===== src/sv/lfst_pkg.sv =====
// ----------------------------------------------------------------------------
// lfst_pkg
// Shared field widths, action and status codes, and the command and status
// groups that pass between the slot table controller and its datapath.
// ----------------------------------------------------------------------------
package lfst_pkg;

  localparam int ACT_FW    = 3;
  localparam int HANDLE_FW = 32;
  localparam int SLOT_FW   = 4;
  localparam int SIG_FW    = 4;
  localparam int MASK_FW   = 16;
  localparam int STATUS_FW = 2;

  localparam logic [ACT_FW-1:0] ACT_INSERT  = 3'd0;
  localparam logic [ACT_FW-1:0] ACT_REMOVE  = 3'd1;
  localparam logic [ACT_FW-1:0] ACT_LOOKUP  = 3'd2;
  localparam logic [ACT_FW-1:0] ACT_BLOCK   = 3'd3;
  localparam logic [ACT_FW-1:0] ACT_UNBLOCK = 3'd4;

  localparam logic [STATUS_FW-1:0] ST_OK    = 2'd0;
  localparam logic [STATUS_FW-1:0] ST_FULL  = 2'd1;
  localparam logic [STATUS_FW-1:0] ST_EMPTY = 2'd2;

  typedef struct packed {
    logic load;
    logic exec;
    logic look;
    logic scan;
    logic sweep;
  } cmd_t;

  typedef struct packed {
    logic [ACT_FW-1:0] act;
    logic              full;
    logic              slot_ok;
    logic              sig_ok;
    logic              scan_done;
    logic              sweep_last;
  } stat_t;

endpackage


===== src/sv/lfst_ram.sv =====
// ----------------------------------------------------------------------------
// lfst_ram
// Generic single-write, single-read RAM with registered read data.
// ----------------------------------------------------------------------------
module lfst_ram #(
  parameter int WIDTH = 32,
  parameter int DEPTH = 16,
  localparam int AddrW = (DEPTH > 1) ? $clog2(DEPTH) : 1
) (
  input  logic             clk,
  input  logic             we,
  input  logic [AddrW-1:0] waddr,
  input  logic [WIDTH-1:0] wdata,
  input  logic [AddrW-1:0] raddr,
  output logic [WIDTH-1:0] rdata
);

  logic [WIDTH-1:0] mem [DEPTH];

  always_ff @(posedge clk) begin
    if (we) begin
      mem[waddr] <= wdata;
    end
    rdata <= mem[raddr];
  end

endmodule


===== src/sv/lfst_ctrl.sv =====
// ----------------------------------------------------------------------------
// lfst_ctrl
// Sequencer for the slot table: takes a command, runs the execute beat,
// then the lookup read, the free-slot scan or the signal sweep as needed.
// ----------------------------------------------------------------------------
module lfst_ctrl (
  input  logic           clk,
  input  logic           rst,
  input  logic           start,
  output logic           busy,
  input  lfst_pkg::stat_t stat,
  output lfst_pkg::cmd_t  cmd
);
  import lfst_pkg::*;

  typedef enum logic [4:0] {
    S_IDLE  = 5'b00001,
    S_EXEC  = 5'b00010,
    S_LOOK  = 5'b00100,
    S_SCAN  = 5'b01000,
    S_SWEEP = 5'b10000
  } state_t;

  state_t state, state_next;

  always_ff @(posedge clk) begin
    if (rst) begin
      state <= S_IDLE;
    end else begin
      state <= state_next;
    end
  end

  always_comb begin
    state_next = state;
    unique case (state)
      S_IDLE: begin
        if (start) state_next = S_EXEC;
      end
      S_EXEC: begin
        unique case (stat.act)
          ACT_INSERT:  state_next = stat.full ? S_IDLE : S_SCAN;
          ACT_LOOKUP:  state_next = stat.slot_ok ? S_LOOK : S_IDLE;
          ACT_BLOCK,
          ACT_UNBLOCK: state_next = stat.sig_ok ? S_SWEEP : S_IDLE;
          default:     state_next = S_IDLE;
        endcase
      end
      S_LOOK:  state_next = S_IDLE;
      S_SCAN: begin
        if (stat.scan_done) state_next = S_IDLE;
      end
      S_SWEEP: begin
        if (stat.sweep_last) state_next = S_IDLE;
      end
      default: state_next = S_IDLE;
    endcase
  end

  assign busy      = (state != S_IDLE);
  assign cmd.load  = (state == S_IDLE) && start;
  assign cmd.exec  = (state == S_EXEC);
  assign cmd.look  = (state == S_LOOK);
  assign cmd.scan  = (state == S_SCAN);
  assign cmd.sweep = (state == S_SWEEP);

endmodule


===== src/sv/lfst_dp.sv =====
// ----------------------------------------------------------------------------
// lfst_dp
// Slot table datapath: occupancy bits, first-free pointer, handle and mask
// RAMs, the scan and sweep pointer, and the result registers.
// ----------------------------------------------------------------------------
module lfst_dp #(
  parameter int CAPACITY    = 16,
  parameter int NUM_SIGNALS = 16,
  parameter int HANDLE_BITS = 32
) (
  input  logic                             clk,
  input  logic                             rst,
  input  lfst_pkg::cmd_t                   cmd,
  output lfst_pkg::stat_t                  stat,
  input  logic [lfst_pkg::ACT_FW-1:0]      action,
  input  logic [lfst_pkg::HANDLE_FW-1:0]   handle_in,
  input  logic [lfst_pkg::SLOT_FW-1:0]     slot_in,
  input  logic [lfst_pkg::SIG_FW-1:0]      signal_in,
  output logic                             done,
  output logic [lfst_pkg::SLOT_FW-1:0]     slot_out,
  output logic [lfst_pkg::HANDLE_FW-1:0]   handle_out,
  output logic [lfst_pkg::MASK_FW-1:0]     mask_out,
  output logic [lfst_pkg::STATUS_FW-1:0]   status
);
  import lfst_pkg::*;

  localparam int SlotW = $clog2(CAPACITY);
  localparam int PtrW  = SlotW + 1;
  localparam int CmpW  = (PtrW > SLOT_FW) ? PtrW : SLOT_FW;
  localparam int HandW = (HANDLE_BITS > HANDLE_FW) ? HANDLE_BITS : HANDLE_FW;
  localparam int MaskW = (NUM_SIGNALS > MASK_FW) ? NUM_SIGNALS : MASK_FW;
  localparam int SigCmpW = 7;

  logic [ACT_FW-1:0]    act_r;
  logic [HANDLE_FW-1:0] handle_r;
  logic [SLOT_FW-1:0]   slot_r;
  logic [SIG_FW-1:0]    sig_r;

  logic [CAPACITY-1:0]  occupied;
  logic [PtrW-1:0]      first_free;
  logic [PtrW-1:0]      ptr;
  logic [PtrW-1:0]      ptr_inc;

  logic [CmpW-1:0]      slot_ext;
  logic [CmpW-1:0]      ff_ext;
  logic [SlotW-1:0]     slot_idx;
  logic [SlotW-1:0]     ff_idx;
  logic [SlotW-1:0]     ptr_idx;
  logic                 slot_in_range;
  logic                 ptr_in_range;
  logic                 occ_at_ptr;

  logic [HandW-1:0]       hin_ext;
  logic [HandW-1:0]       hout_ext;
  logic [HANDLE_BITS-1:0] h_rdata;
  logic                   h_we;

  logic [MaskW-1:0]       mout_ext;
  logic [NUM_SIGNALS-1:0] m_rdata;
  logic [NUM_SIGNALS-1:0] m_wdata;
  logic [NUM_SIGNALS-1:0] m_mod;
  logic [NUM_SIGNALS-1:0] sig_bit;
  logic [SlotW-1:0]       m_waddr;
  logic [SlotW-1:0]       m_raddr;
  logic                   m_we;
  logic                   ins_ok;

  // input beat capture
  always_ff @(posedge clk) begin
    if (cmd.load) begin
      act_r    <= action;
      handle_r <= handle_in;
      slot_r   <= slot_in;
      sig_r    <= signal_in;
    end
  end

  assign slot_ext      = CmpW'(slot_r);
  assign ff_ext        = CmpW'(first_free);
  assign slot_idx      = slot_ext[SlotW-1:0];
  assign ff_idx        = first_free[SlotW-1:0];
  assign ptr_idx       = ptr[SlotW-1:0];
  assign ptr_inc       = ptr + 1'b1;
  assign slot_in_range = slot_ext < CmpW'(CAPACITY);
  assign ptr_in_range  = ptr < PtrW'(CAPACITY);
  assign occ_at_ptr    = ptr_in_range ? occupied[ptr_idx] : 1'b0;

  assign stat.act        = act_r;
  assign stat.full       = (first_free == PtrW'(CAPACITY));
  assign stat.slot_ok    = slot_in_range ? occupied[slot_idx] : 1'b0;
  assign stat.sig_ok     = SigCmpW'(sig_r) < SigCmpW'(NUM_SIGNALS);
  assign stat.scan_done  = !occ_at_ptr;
  assign stat.sweep_last = (ptr == PtrW'(CAPACITY - 1));

  assign ins_ok = cmd.exec && (act_r == ACT_INSERT) && !stat.full;

  // occupancy, first-free pointer, scan and sweep pointer
  always_ff @(posedge clk) begin
    if (rst) begin
      occupied   <= '0;
      first_free <= '0;
    end else begin
      if (ins_ok) begin
        occupied[ff_idx] <= 1'b1;
      end
      if (cmd.exec && (act_r == ACT_REMOVE) && stat.slot_ok) begin
        occupied[slot_idx] <= 1'b0;
        if ({1'b0, slot_idx} < first_free) first_free <= {1'b0, slot_idx};
      end
      if (cmd.scan && stat.scan_done) begin
        first_free <= ptr;
      end
    end
  end

  always_ff @(posedge clk) begin
    if (cmd.exec) begin
      ptr <= (act_r == ACT_INSERT) ? first_free + 1'b1 : '0;
    end else if (cmd.scan || cmd.sweep) begin
      ptr <= ptr_inc;
    end
  end

  // handle store
  assign hin_ext = HandW'(handle_r);
  assign h_we    = ins_ok;

  lfst_ram #(
    .WIDTH (HANDLE_BITS),
    .DEPTH (CAPACITY)
  ) u_handle_ram (
    .clk   (clk),
    .we    (h_we),
    .waddr (ff_idx),
    .wdata (hin_ext[HANDLE_BITS-1:0]),
    .raddr (slot_idx),
    .rdata (h_rdata)
  );

  // blocked-signal mask store, read-modify-write during the sweep
  assign sig_bit = NUM_SIGNALS'(1) << sig_r;
  assign m_mod   = (act_r == ACT_BLOCK) ? (m_rdata | sig_bit) : (m_rdata & ~sig_bit);
  assign m_we    = ins_ok || (cmd.sweep && occ_at_ptr);
  assign m_waddr = cmd.sweep ? ptr_idx : ff_idx;
  assign m_wdata = cmd.sweep ? m_mod : '0;
  assign m_raddr = cmd.sweep ? ptr_inc[SlotW-1:0] :
                   ((act_r == ACT_LOOKUP) ? slot_idx : '0);

  lfst_ram #(
    .WIDTH (NUM_SIGNALS),
    .DEPTH (CAPACITY)
  ) u_mask_ram (
    .clk   (clk),
    .we    (m_we),
    .waddr (m_waddr),
    .wdata (m_wdata),
    .raddr (m_raddr),
    .rdata (m_rdata)
  );

  assign hout_ext = HandW'(h_rdata);
  assign mout_ext = MaskW'(m_rdata);

  // result beat
  always_ff @(posedge clk) begin
    if (rst) begin
      done <= 1'b0;
    end else begin
      done <= (cmd.exec && !((act_r == ACT_LOOKUP) && stat.slot_ok)) || cmd.look;
    end
  end

  always_ff @(posedge clk) begin
    if (cmd.exec) begin
      slot_out   <= slot_r;
      handle_out <= '0;
      mask_out   <= '0;
      status     <= ST_OK;
      unique case (act_r)
        ACT_INSERT: begin
          if (stat.full) begin
            slot_out <= '0;
            status   <= ST_FULL;
          end else begin
            slot_out <= ff_ext[SLOT_FW-1:0];
          end
        end
        ACT_REMOVE,
        ACT_LOOKUP: begin
          if (!stat.slot_ok) status <= ST_EMPTY;
        end
        default: begin
        end
      endcase
    end else if (cmd.look) begin
      slot_out   <= slot_r;
      handle_out <= hout_ext[HANDLE_FW-1:0];
      mask_out   <= mout_ext[MASK_FW-1:0];
      status     <= ST_OK;
    end
  end

endmodule


===== src/sv/lowest_free_slot_table.sv =====
// ----------------------------------------------------------------------------
// lowest_free_slot_table
// Fixed-capacity task handle table with lowest-free-first slot ids.
// ----------------------------------------------------------------------------
// A command is taken when start is high and busy is low; its single result
// appears on the result ports for one cycle with done high, and must be
// taken then. Remove, a full insert, an empty-slot lookup, an out-of-range
// signal and unknown actions run only the execute beat before the next
// command can be taken; a good lookup adds a lookup beat (registered handle
// and mask RAM read). A good insert gives its result after the execute beat
// but stays busy while the first-free scan visits the following slots, one
// slot a cycle. Block and unblock walk the whole mask RAM one entry a cycle.
module lowest_free_slot_table #(
  parameter int CAPACITY    = 16,
  parameter int NUM_SIGNALS = 16,
  parameter int HANDLE_BITS = 32
) (
  input  logic                             clk,
  input  logic                             rst,
  input  logic                             start,
  output logic                             busy,
  input  logic [lfst_pkg::ACT_FW-1:0]      action,
  input  logic [lfst_pkg::HANDLE_FW-1:0]   handle_in,
  input  logic [lfst_pkg::SLOT_FW-1:0]     slot_in,
  input  logic [lfst_pkg::SIG_FW-1:0]      signal_in,
  output logic                             done,
  output logic [lfst_pkg::SLOT_FW-1:0]     slot_out,
  output logic [lfst_pkg::HANDLE_FW-1:0]   handle_out,
  output logic [lfst_pkg::MASK_FW-1:0]     mask_out,
  output logic [lfst_pkg::STATUS_FW-1:0]   status
);
  import lfst_pkg::*;

  cmd_t  cmd;
  stat_t stat;

  lfst_ctrl u_ctrl (
    .clk   (clk),
    .rst   (rst),
    .start (start),
    .busy  (busy),
    .stat  (stat),
    .cmd   (cmd)
  );

  lfst_dp #(
    .CAPACITY    (CAPACITY),
    .NUM_SIGNALS (NUM_SIGNALS),
    .HANDLE_BITS (HANDLE_BITS)
  ) u_dp (
    .clk        (clk),
    .rst        (rst),
    .cmd        (cmd),
    .stat       (stat),
    .action     (action),
    .handle_in  (handle_in),
    .slot_in    (slot_in),
    .signal_in  (signal_in),
    .done       (done),
    .slot_out   (slot_out),
    .handle_out (handle_out),
    .mask_out   (mask_out),
    .status     (status)
  );

endmodule


===== config.mk =====
export PLATFORM = sky130hd
export DESIGN_NAME = lowest_free_slot_table
export DESIGN_NICKNAME = d
export VERILOG_FILES = /design/src/sv/lfst_pkg.sv /design/src/sv/lfst_ram.sv /design/src/sv/lfst_ctrl.sv /design/src/sv/lfst_dp.sv /design/src/sv/lowest_free_slot_table.sv
export SDC_FILE = /design/constraint.sdc
export NUM_CORES = 1
export LEC_CHECK = 0
export ABC_AREA = 0
export ABC_CLOCK_PERIOD_IN_PS = 5600
export BUFFER_PORTS_ARGS = -buffer_cell sky130_fd_sc_hd__clkbuf_2
export CAP_MARGIN = 30
export CORE_MARGIN = 10
export CORE_UTILIZATION = 58
export DETAILED_ROUTE_END_ITERATION = 7
export PLACE_DENSITY = 0.75
export SLEW_MARGIN = 10
export SYNTH_ARGS = -nofsm -noshare
export SYNTH_HDL_FRONTEND = slang
export SYNTH_SLANG_ARGS = --single-unit

===== constraint.sdc =====
create_clock -name clk -period 5.6 [get_ports clk]
set_input_delay 0.28 -clock clk [delete_from_list [all_inputs] [get_ports clk]]
set_output_delay 0.28 -clock clk [all_outputs]
set_load 0.05 [all_outputs]

==> impl_metrics.env, run 1 <==
export IMPL_cap_viol_max_count=0
export IMPL_fin_crit_sh=0.6282
export IMPL_grt_max_degree=123
export IMPL_globalplace_congestion=0.8836
export IMPL_cts_htree_levels=3
export IMPL_synth_yosys_warnings=0
export IMPL_seq_area_um2=27150
export IMPL_design_power_total_mw=14.74
export IMPL_synth_seq_cells=945
export IMPL_place_port_buffers=101
export IMPL_synth_sequential_area_ratio=0.7317
export IMPL_postSynthCellCount=2176
export IMPL_postCtsResizedCells=0
export IMPL_transition_at_the_pin_with_the_smallest_max_transition_slack_ps=1031
export IMPL_routed_wirelength_um=93670
export IMPL_synthesis_nets=2231
export IMPL_slew_headroom=0.3124
export IMPL_postLayoutCoreUtil=0.6726
export IMPL_synth_async_sr_flop_share=0
export IMPL_worst_hold_path_type="primary input to register"
export IMPL_static_leakage_power_nw=13.81
export IMPL_drt_antenna_violating_nets=0
export IMPL_number_of_antenna_violations_at_the_first_check_in_global_routing=0
export IMPL_clkLatencyLatePin_ps=650
export IMPL_vdd_drop_max_mv=0.2861
export IMPL_cts_reportedPaths_clkPinSlew_ps=60
export IMPL_synth_cell_area_um2=37100
export IMPL_drt_via_density=6.518
export IMPL_core_area_um2=63200
export IMPL_rsz0062_at_grt="no"
export IMPL_die_w_um=272.9
export IMPL_clock_path_buffers=3
export IMPL_report_final_slew_viol_count=0
export IMPL_antenna_cells_inserted=0
export IMPL_grt_pass1_vias=21700
export IMPL_global_route_wire_length_before_repair_um=139200
export IMPL_drt_wirelength_per_cell_um=28.53
export IMPL_rrSetupSlack_ps=2080
export IMPL_finalHoldViolCount=0
export IMPL_synth_area_per_cell_um2=17.05
export IMPL_die_height_um=272.9
export IMPL_critPathLaunchType="register"
export IMPL_fmaxAchievable_ghz=0.2843
export IMPL_critPathCaptureType="register"
export IMPL_final_min_clock_period_ps=3518
export IMPL_clock_tree_sinks=945
export IMPL_tritoncts="done"
export IMPL_power_density_of_the_placed_cells_nw_per_um2=346.7
export IMPL_totalNegativeSetupSlack_ps=0
export IMPL_post_place_ws_ps=2075
export IMPL_synth_top_cells_by_area="edfxtp_1 67%, mux4_2 10%, dfxtp_1 6.6%"
export IMPL_outcome="completed"
export IMPL_max_stage_delay_cell_worst_path="nor2_4"
export IMPL_crit_path_max_fanout=20
export IMPL_count_of_tritonroute_iterations_in_the_first_routing_pass=6
export IMPL_cp_cell_sequence="nor3_1, and3_1, and2_1, nand2_1, nor2_4, buf_4"
export IMPL_multiInputGateArea_um2=9473
export IMPL_number_of_buffers_added_by_the_clock_tree_synthesis_step=92
export IMPL_nets_finish=2413
export IMPL_syn_to_final_growth_pct=14.56
export IMPL_critical_path_max_stage_delay_ps=840
export IMPL_ff2ff_path_depth=6
export IMPL_path_class="register to register"
export IMPL_post_cts_repair_setup_buffers=0
export IMPL_dp_final_hpwl_um=50470
export IMPL_synth_edf_count=822
export IMPL_fin_worst_skew_ps=30.45
export IMPL_start_util=0.5871
export IMPL_synth_largest_area_cell="edfxtp_1"
export IMPL_clk_root_buffer_cell="clkbuf_16"
export IMPL_drive_above_1_share=0.2146
export IMPL_postSynth_topFlopCell="edfxtp_1"
export IMPL_floorplan_die_area_um2=74490
export IMPL_synth_top_cell_area_share=0.6653
export IMPL_grt_total_usage=0.2505
export IMPL_yosys_cell_types_count=64
export IMPL_grt_overflow=0
export IMPL_holdPathStages=2
export IMPL_filler_cell_count=4025
export IMPL_route_detailed_drc=0
export IMPL_floorplan_rows=92
export IMPL_num_io_pins=102
export IMPL_drt_initial_drc_count=2428
export IMPL_worstPathRequired_ps=5920
export IMPL_layout_setup_ws_ps=2082
export IMPL_setup_viol=0
export IMPL_routed_via_count=21400
export IMPL_arrival_ps=3840
what timing repair did:
action / 4_1_cts / 5_1_grt
setup endpoints to repair: 0 / 0
hold buffers: 44 / 0
hold endpoints to repair: 45 / 0
state kept, by name, indices dropped and copies added (netlist names), 5 cells and up:
register / flops
u_dp.u_handle_ram.mem: 512
u_dp.u_mask_ram.mem: 256
u_dp.u_handle_ram.rdata: 32
u_dp.ff_ext: 5
u_dp.occupied: 16
u_dp.mask_out: 16
u_dp.ptr: 5
u_dp.handle_out: 32
u_dp.handle_r: 32
u_dp.u_mask_ram.rdata: 16
u_ctrl.state: 5
worst max-delay path, delay by kind of cell, from the launching register on:
kind	cells	cell delay, ps
AND/OR/NAND/NOR	5	2220
flip-flops	1	540
buffers and inverters	1	430
cells in the mapped netlist, drive strengths merged, types with 4 or more instances:
library cell  instances
mux2i               121
o21ai                20
nor2b                 8
o21a                  9
a221oi               18
a211oi               18
edfxtp              822
o211a                10
a31oi                54
a21o                 17
dfxtp               123
clkbuf               70
xnor2                 4
or4                  15
nand3                17
and2                 13
nor3b                 5
ha                    9
nor3                 23
mux4                167
nor2                 71
a21oi               114
o22ai                37
nand2               274
or3                   5
and3                  7
nand2b               10
inv                  16
mux2                  4
buf                  59
logic make-up after synthesis:
logic type      share of synthesized area
buf+inv                           0.01720
fa+ha+maj                        0.003035
simple gates                      0.05386
mux                                0.1356
xor+xnor                        0.0009442
compound gates                    0.05773
flops                              0.7317
power by group:
group / switching [mW] / internal, mW / total, mW
clock: 2.62 / 3.68 / 6.30
sequential: 0.126 / 7.72 / 7.84
combinational: 0.315 / 0.273 / 0.587
total: 3.06 / 11.7 / 14.7
per-stage QoR:
stage | cells | cell area (µm²) | hold WS (ps)
after floorplan | 2176 | 37100 | 378.9
after global placement | 3047 | 38670 | 424.4
after detailed placement | 3055 | 38810 | 426.5
after CTS | 3272 | 42370 | 95.98
after global routing | 3283 | 42500 | 125.1
final | 3283 | 42500 | 115.1
final cells by class:
class	instances	share of cell area
clock buffer	128	0.06097
clock inverter	45	0.01254
inverter	16	0.001413
multi-input combinational	1086	0.2229
sequential	945	0.6387
tap	846	0.02490
timing repair buffer	217	0.03862
routing by layer:
metal,vias up,share of wire,global-route usage,wire [µm]
met5,-,0,0,0
met1,10910,0.36,0.3101,33720
met3,263,0.083,0.04463,7753
met2,1266,0.52,0.4287,48540
li1,8960,-,-,-
met4,0,0.039,0.1105,3655
path summary, 6_finish.rpt:
path,start,endpoint
max,u_dp.act_r[0]$_DFFE_PP_,u_dp.u_handle_ram.mem[15][2]$_DFFE_PP_
min,rst,u_dp.occupied[11]$_SDFF_PP0_
max reg2reg,u_dp.act_r[0]$_DFFE_PP_,u_dp.u_handle_ram.mem[15][2]$_DFFE_PP_
min reg2reg,u_dp.u_handle_ram.rdata[10]$_DFF_P_,u_dp.handle_out[10]$_SDFFE_PN0P_
cell usage in the layout, fill, tap and decap left out, types with 10 or more instances in the layout:
cell type,synthesis,final
edfxtp_1,822,822
nand2_1,274,274
mux4_2,167,167
dfxtp_1,123,123
mux2i_1,120,120
a21oi_1,113,113
clkbuf_2,0,101
clkbuf_16,0,95
buf_4,2,59
nor2_1,70,56
a31oi_1,54,54
dlygate4sd3_1,0,44
o22ai_1,37,37
clkbuf_1,70,24
clkinv_2,0,19
o21ai_0,18,18
nor3_1,22,18
a211oi_1,18,18
a221oi_1,18,18
a21o_1,17,17
inv_1,16,16
nand3_1,17,16
or4_1,15,15
nor2_4,1,13
and2_1,13,11
nand2b_1,10,10
o211a_1,10,10
(Power assumes the default switching activity.)
==> inputs of run 2 (changes only) <==
- ABC_CLOCK_PERIOD_IN_PS: 5600 -> 3420
- clock period: 5.6 -> 3.42 ns (I/O delays scaled with it)
==> run 2 against run 1 <==
Against the previous run:
- final cell count rose by 1.0%
- sequential share of layout area is 0.72 points lower
- critical path depth unchanged
- sequential cell count unchanged
- worst hold slack gained 98 ps
- sequential power increased by 63%
- register-to-register slack worse by 1700 ps
- first-iteration DRC count fell by 8.7%
- die area is the same
- combinational power rose by 68%
- clock-buffer cell count down 14
- utilization rose by 0.76 points
- critical path type unchanged
- highest routed layer unchanged
==> impl_metrics.env, run 2 (synthesized netlist as in run 1, its figures left out) <==
export IMPL_outcome="completed"
export IMPL_routed_wirelength_um=91630
export IMPL_setup_viol=0
export IMPL_cts_htree_levels=3
export IMPL_die_height_um=272.9
export IMPL_cts_reportedPaths_clkPinSlew_ps=60
export IMPL_placed_cells=3095
export IMPL_worstPathRequired_ps=3940
export IMPL_postCtsResizedCells=0
export IMPL_global_route_wire_length_before_repair_um=138200
export IMPL_clock_tree_sinks=945
export IMPL_transition_at_the_pin_with_the_smallest_max_transition_slack_ps=858.2
export IMPL_path_depth=6
export IMPL_final_common_cell="edfxtp_1"
export IMPL_cap_viol_max_count=0
export IMPL_finalHoldViolCount=0
export IMPL_filler_cell_count=3996
export IMPL_core_area_um2=63200
export IMPL_vdd_drop_max_mv=0.5810
export IMPL_rrSetupSlack_ps=370
export IMPL_fmaxAchievable_ghz=0.3280
export IMPL_static_leakage_power_nw=14.04
export IMPL_fin_crit_sh=0.8913
export IMPL_critical_path_max_stage_delay_ps=700
export IMPL_nets_finish=2446
export IMPL_num_io_pins=102
export IMPL_routed_via_count=20970
export IMPL_tritoncts="done"
export IMPL_seq_area_um2=27150
export IMPL_syn_to_final_growth_pct=15.86
export IMPL_number_of_antenna_violations_at_the_first_check_in_global_routing=0
export IMPL_mostFrequentLayoutCells="822 x edfxtp_1, 274 x nand2_1, 167 x mux4_2"
export IMPL_clk_root_buffer_cell="clkbuf_16"
export IMPL_antenna_cells_inserted=0
export IMPL_path_class="register to register"
export IMPL_ff2ff_path_depth=6
export IMPL_start_util=0.5871
export IMPL_arrival_ps=3570
export IMPL_floorplan_die_area_um2=74490
export IMPL_route_detailed_drc=0
export IMPL_grt_max_degree=99
export IMPL_dp_final_hpwl_um=52820
export IMPL_slew_headroom=0.4279
export IMPL_power_density_of_the_placed_cells_nw_per_um2=570.1
export IMPL_cp_cell_sequence="ha_1, buf_4, nand2_1, a21oi_1, o22ai_1, or4_1"
export IMPL_drive_above_1_share=0.2262
export IMPL_regToRegStartpoint="u_dp.ptr[0]$_DFFE_PP_"
export IMPL_drt_antenna_violating_nets=0
export IMPL_bufs_and_invs_on_worst_path=1
export IMPL_drt_wirelength_per_cell_um=27.63
export IMPL_holdPathStages=2
export IMPL_drt_via_density=6.321
export IMPL_rr_endpoint="u_dp.u_mask_ram.rdata[15]$_DFF_P_"
export IMPL_crit_path_max_fanout=28
export IMPL_globalplace_congestion=0.8869
export IMPL_multiInputGateArea_um2=9493
export IMPL_critPathCaptureType="register"
export IMPL_grt_overflow=0
export IMPL_critPathLaunchType="register"
export IMPL_report_final_slew_viol_count=0
export IMPL_floorplan_rows=92
export IMPL_place_port_buffers=101
export IMPL_min_delay_worst_endpoint="u_dp.handle_r[24]$_DFFE_PP_"
export IMPL_hold_path_startpoint="handle_in[24]"
export IMPL_number_of_buffers_added_by_the_clock_tree_synthesis_step=94
export IMPL_grt_total_usage=0.2479
export IMPL_largest_reg_by_ff_count="u_dp.u_handle_ram.mem"
export IMPL_design_power_total_mw=24.51
export IMPL_count_of_tritonroute_iterations_in_the_first_routing_pass=5
export IMPL_max_ffs_per_register=512
export IMPL_cell_family_contributing_the_most_delay_on_the_critical_path="adder cells"
export IMPL_rsz0062_at_grt="no"
export IMPL_post_cts_repair_setup_buffers=0
export IMPL_worst_hold_path_type="primary input to register"
export IMPL_reg_top3="u_dp.u_handle_ram.mem (512), u_dp.u_mask_ram.mem (256)"
export IMPL_clkLatencyLatePin_ps=670
export IMPL_finish_cell_count_without_fillers=3317
export IMPL_clock_path_buffers=3
export IMPL_grt_pass1_vias=21780
export IMPL_final_min_clock_period_ps=3048
export IMPL_die_w_um=272.9
export IMPL_drt_initial_drc_count=2216
export IMPL_max_stage_delay_cell_worst_path="ha_1"
export IMPL_fin_worst_skew_ps=46.56
run 2: changes by cell type in the layout (fill, tap and decap cells not counted), sizes merged:
cell	change
inv	-1
clkinv	+13
bufinv	+5
buf	+31
dlygate4sd3	+1
clkbuf	-15
run 2: per-stage QoR:
stage                     TNS (ps)  hold slack, ps  setup WS [ps]    util  cell area (µm²)
after floorplan             -15400           269.9         -56.28       -            37120
after global placement           0           347.7          402.7  0.6213            39260
after detailed placement         0           349.7          361.3  0.6214            39270
after CTS                        0           180.5          378.2  0.6801            42980
after global routing             0           210.3          176.4  0.6802            42990
final                            0           212.7          371.7  0.6802            42990
run 2: how the worst max path moves through the flow:
stage / start / end
6_report: u_dp.ptr[0]$_DFFE_PP_ / u_dp.u_mask_ram.rdata[15]$_DFF_P_
5_1_grt: u_dp.ptr[0]$_DFFE_PP_ / u_dp.u_mask_ram.rdata[11]$_DFF_P_
4_1_cts: u_dp.ptr[0]$_DFFE_PP_ / u_dp.u_mask_ram.rdata[11]$_DFF_P_
3_5_place_dp: u_dp.ptr[0]$_DFFE_PP_ / u_dp.u_mask_ram.rdata[11]$_DFF_P_
3_3_place_gp: u_dp.ptr[0]$_DFFE_PP_ / u_dp.u_mask_ram.rdata[11]$_DFF_P_
2_1_floorplan: u_dp.act_r[0]$_DFFE_PP_ / u_dp.u_handle_ram.mem[7][0]$_DFFE_PP_
run 2: layer usage:
layer  track usage  wire, µm  vias to the layer above
met3       0.03764      5637                      217
li1              -         -                     9048
met5             0         0                        -
met1        0.3080     34490                    10740
met4        0.1108      3908                        0
met2        0.4272     47600                      965
run 2: final cells by class:
cell class	count	area share
Clock buffer	114	0.05813
Clock inverter	62	0.01761
Inverter	16	0.001397
Multi-Input combinational cell	1086	0.2208
Sequential cell	945	0.6315
Tap cell	846	0.02463
Timing Repair Buffer	248	0.04587
run 2: report_power, final:
group / leakage, nW / switching (mW) / internal (mW)
combinational: 4.53 / 0.526 / 0.462
clock: 1.60 / 4.39 / 6.30
sequential: 7.92 / 0.189 / 12.6
total: 14.0 / 5.10 / 19.4
run 2: repair_timing:
action / CTS / global route
endpoints found under the setup margin: 0 / 0
hold buffers: 45 / 0
endpoints found under the hold margin: 53 / 0
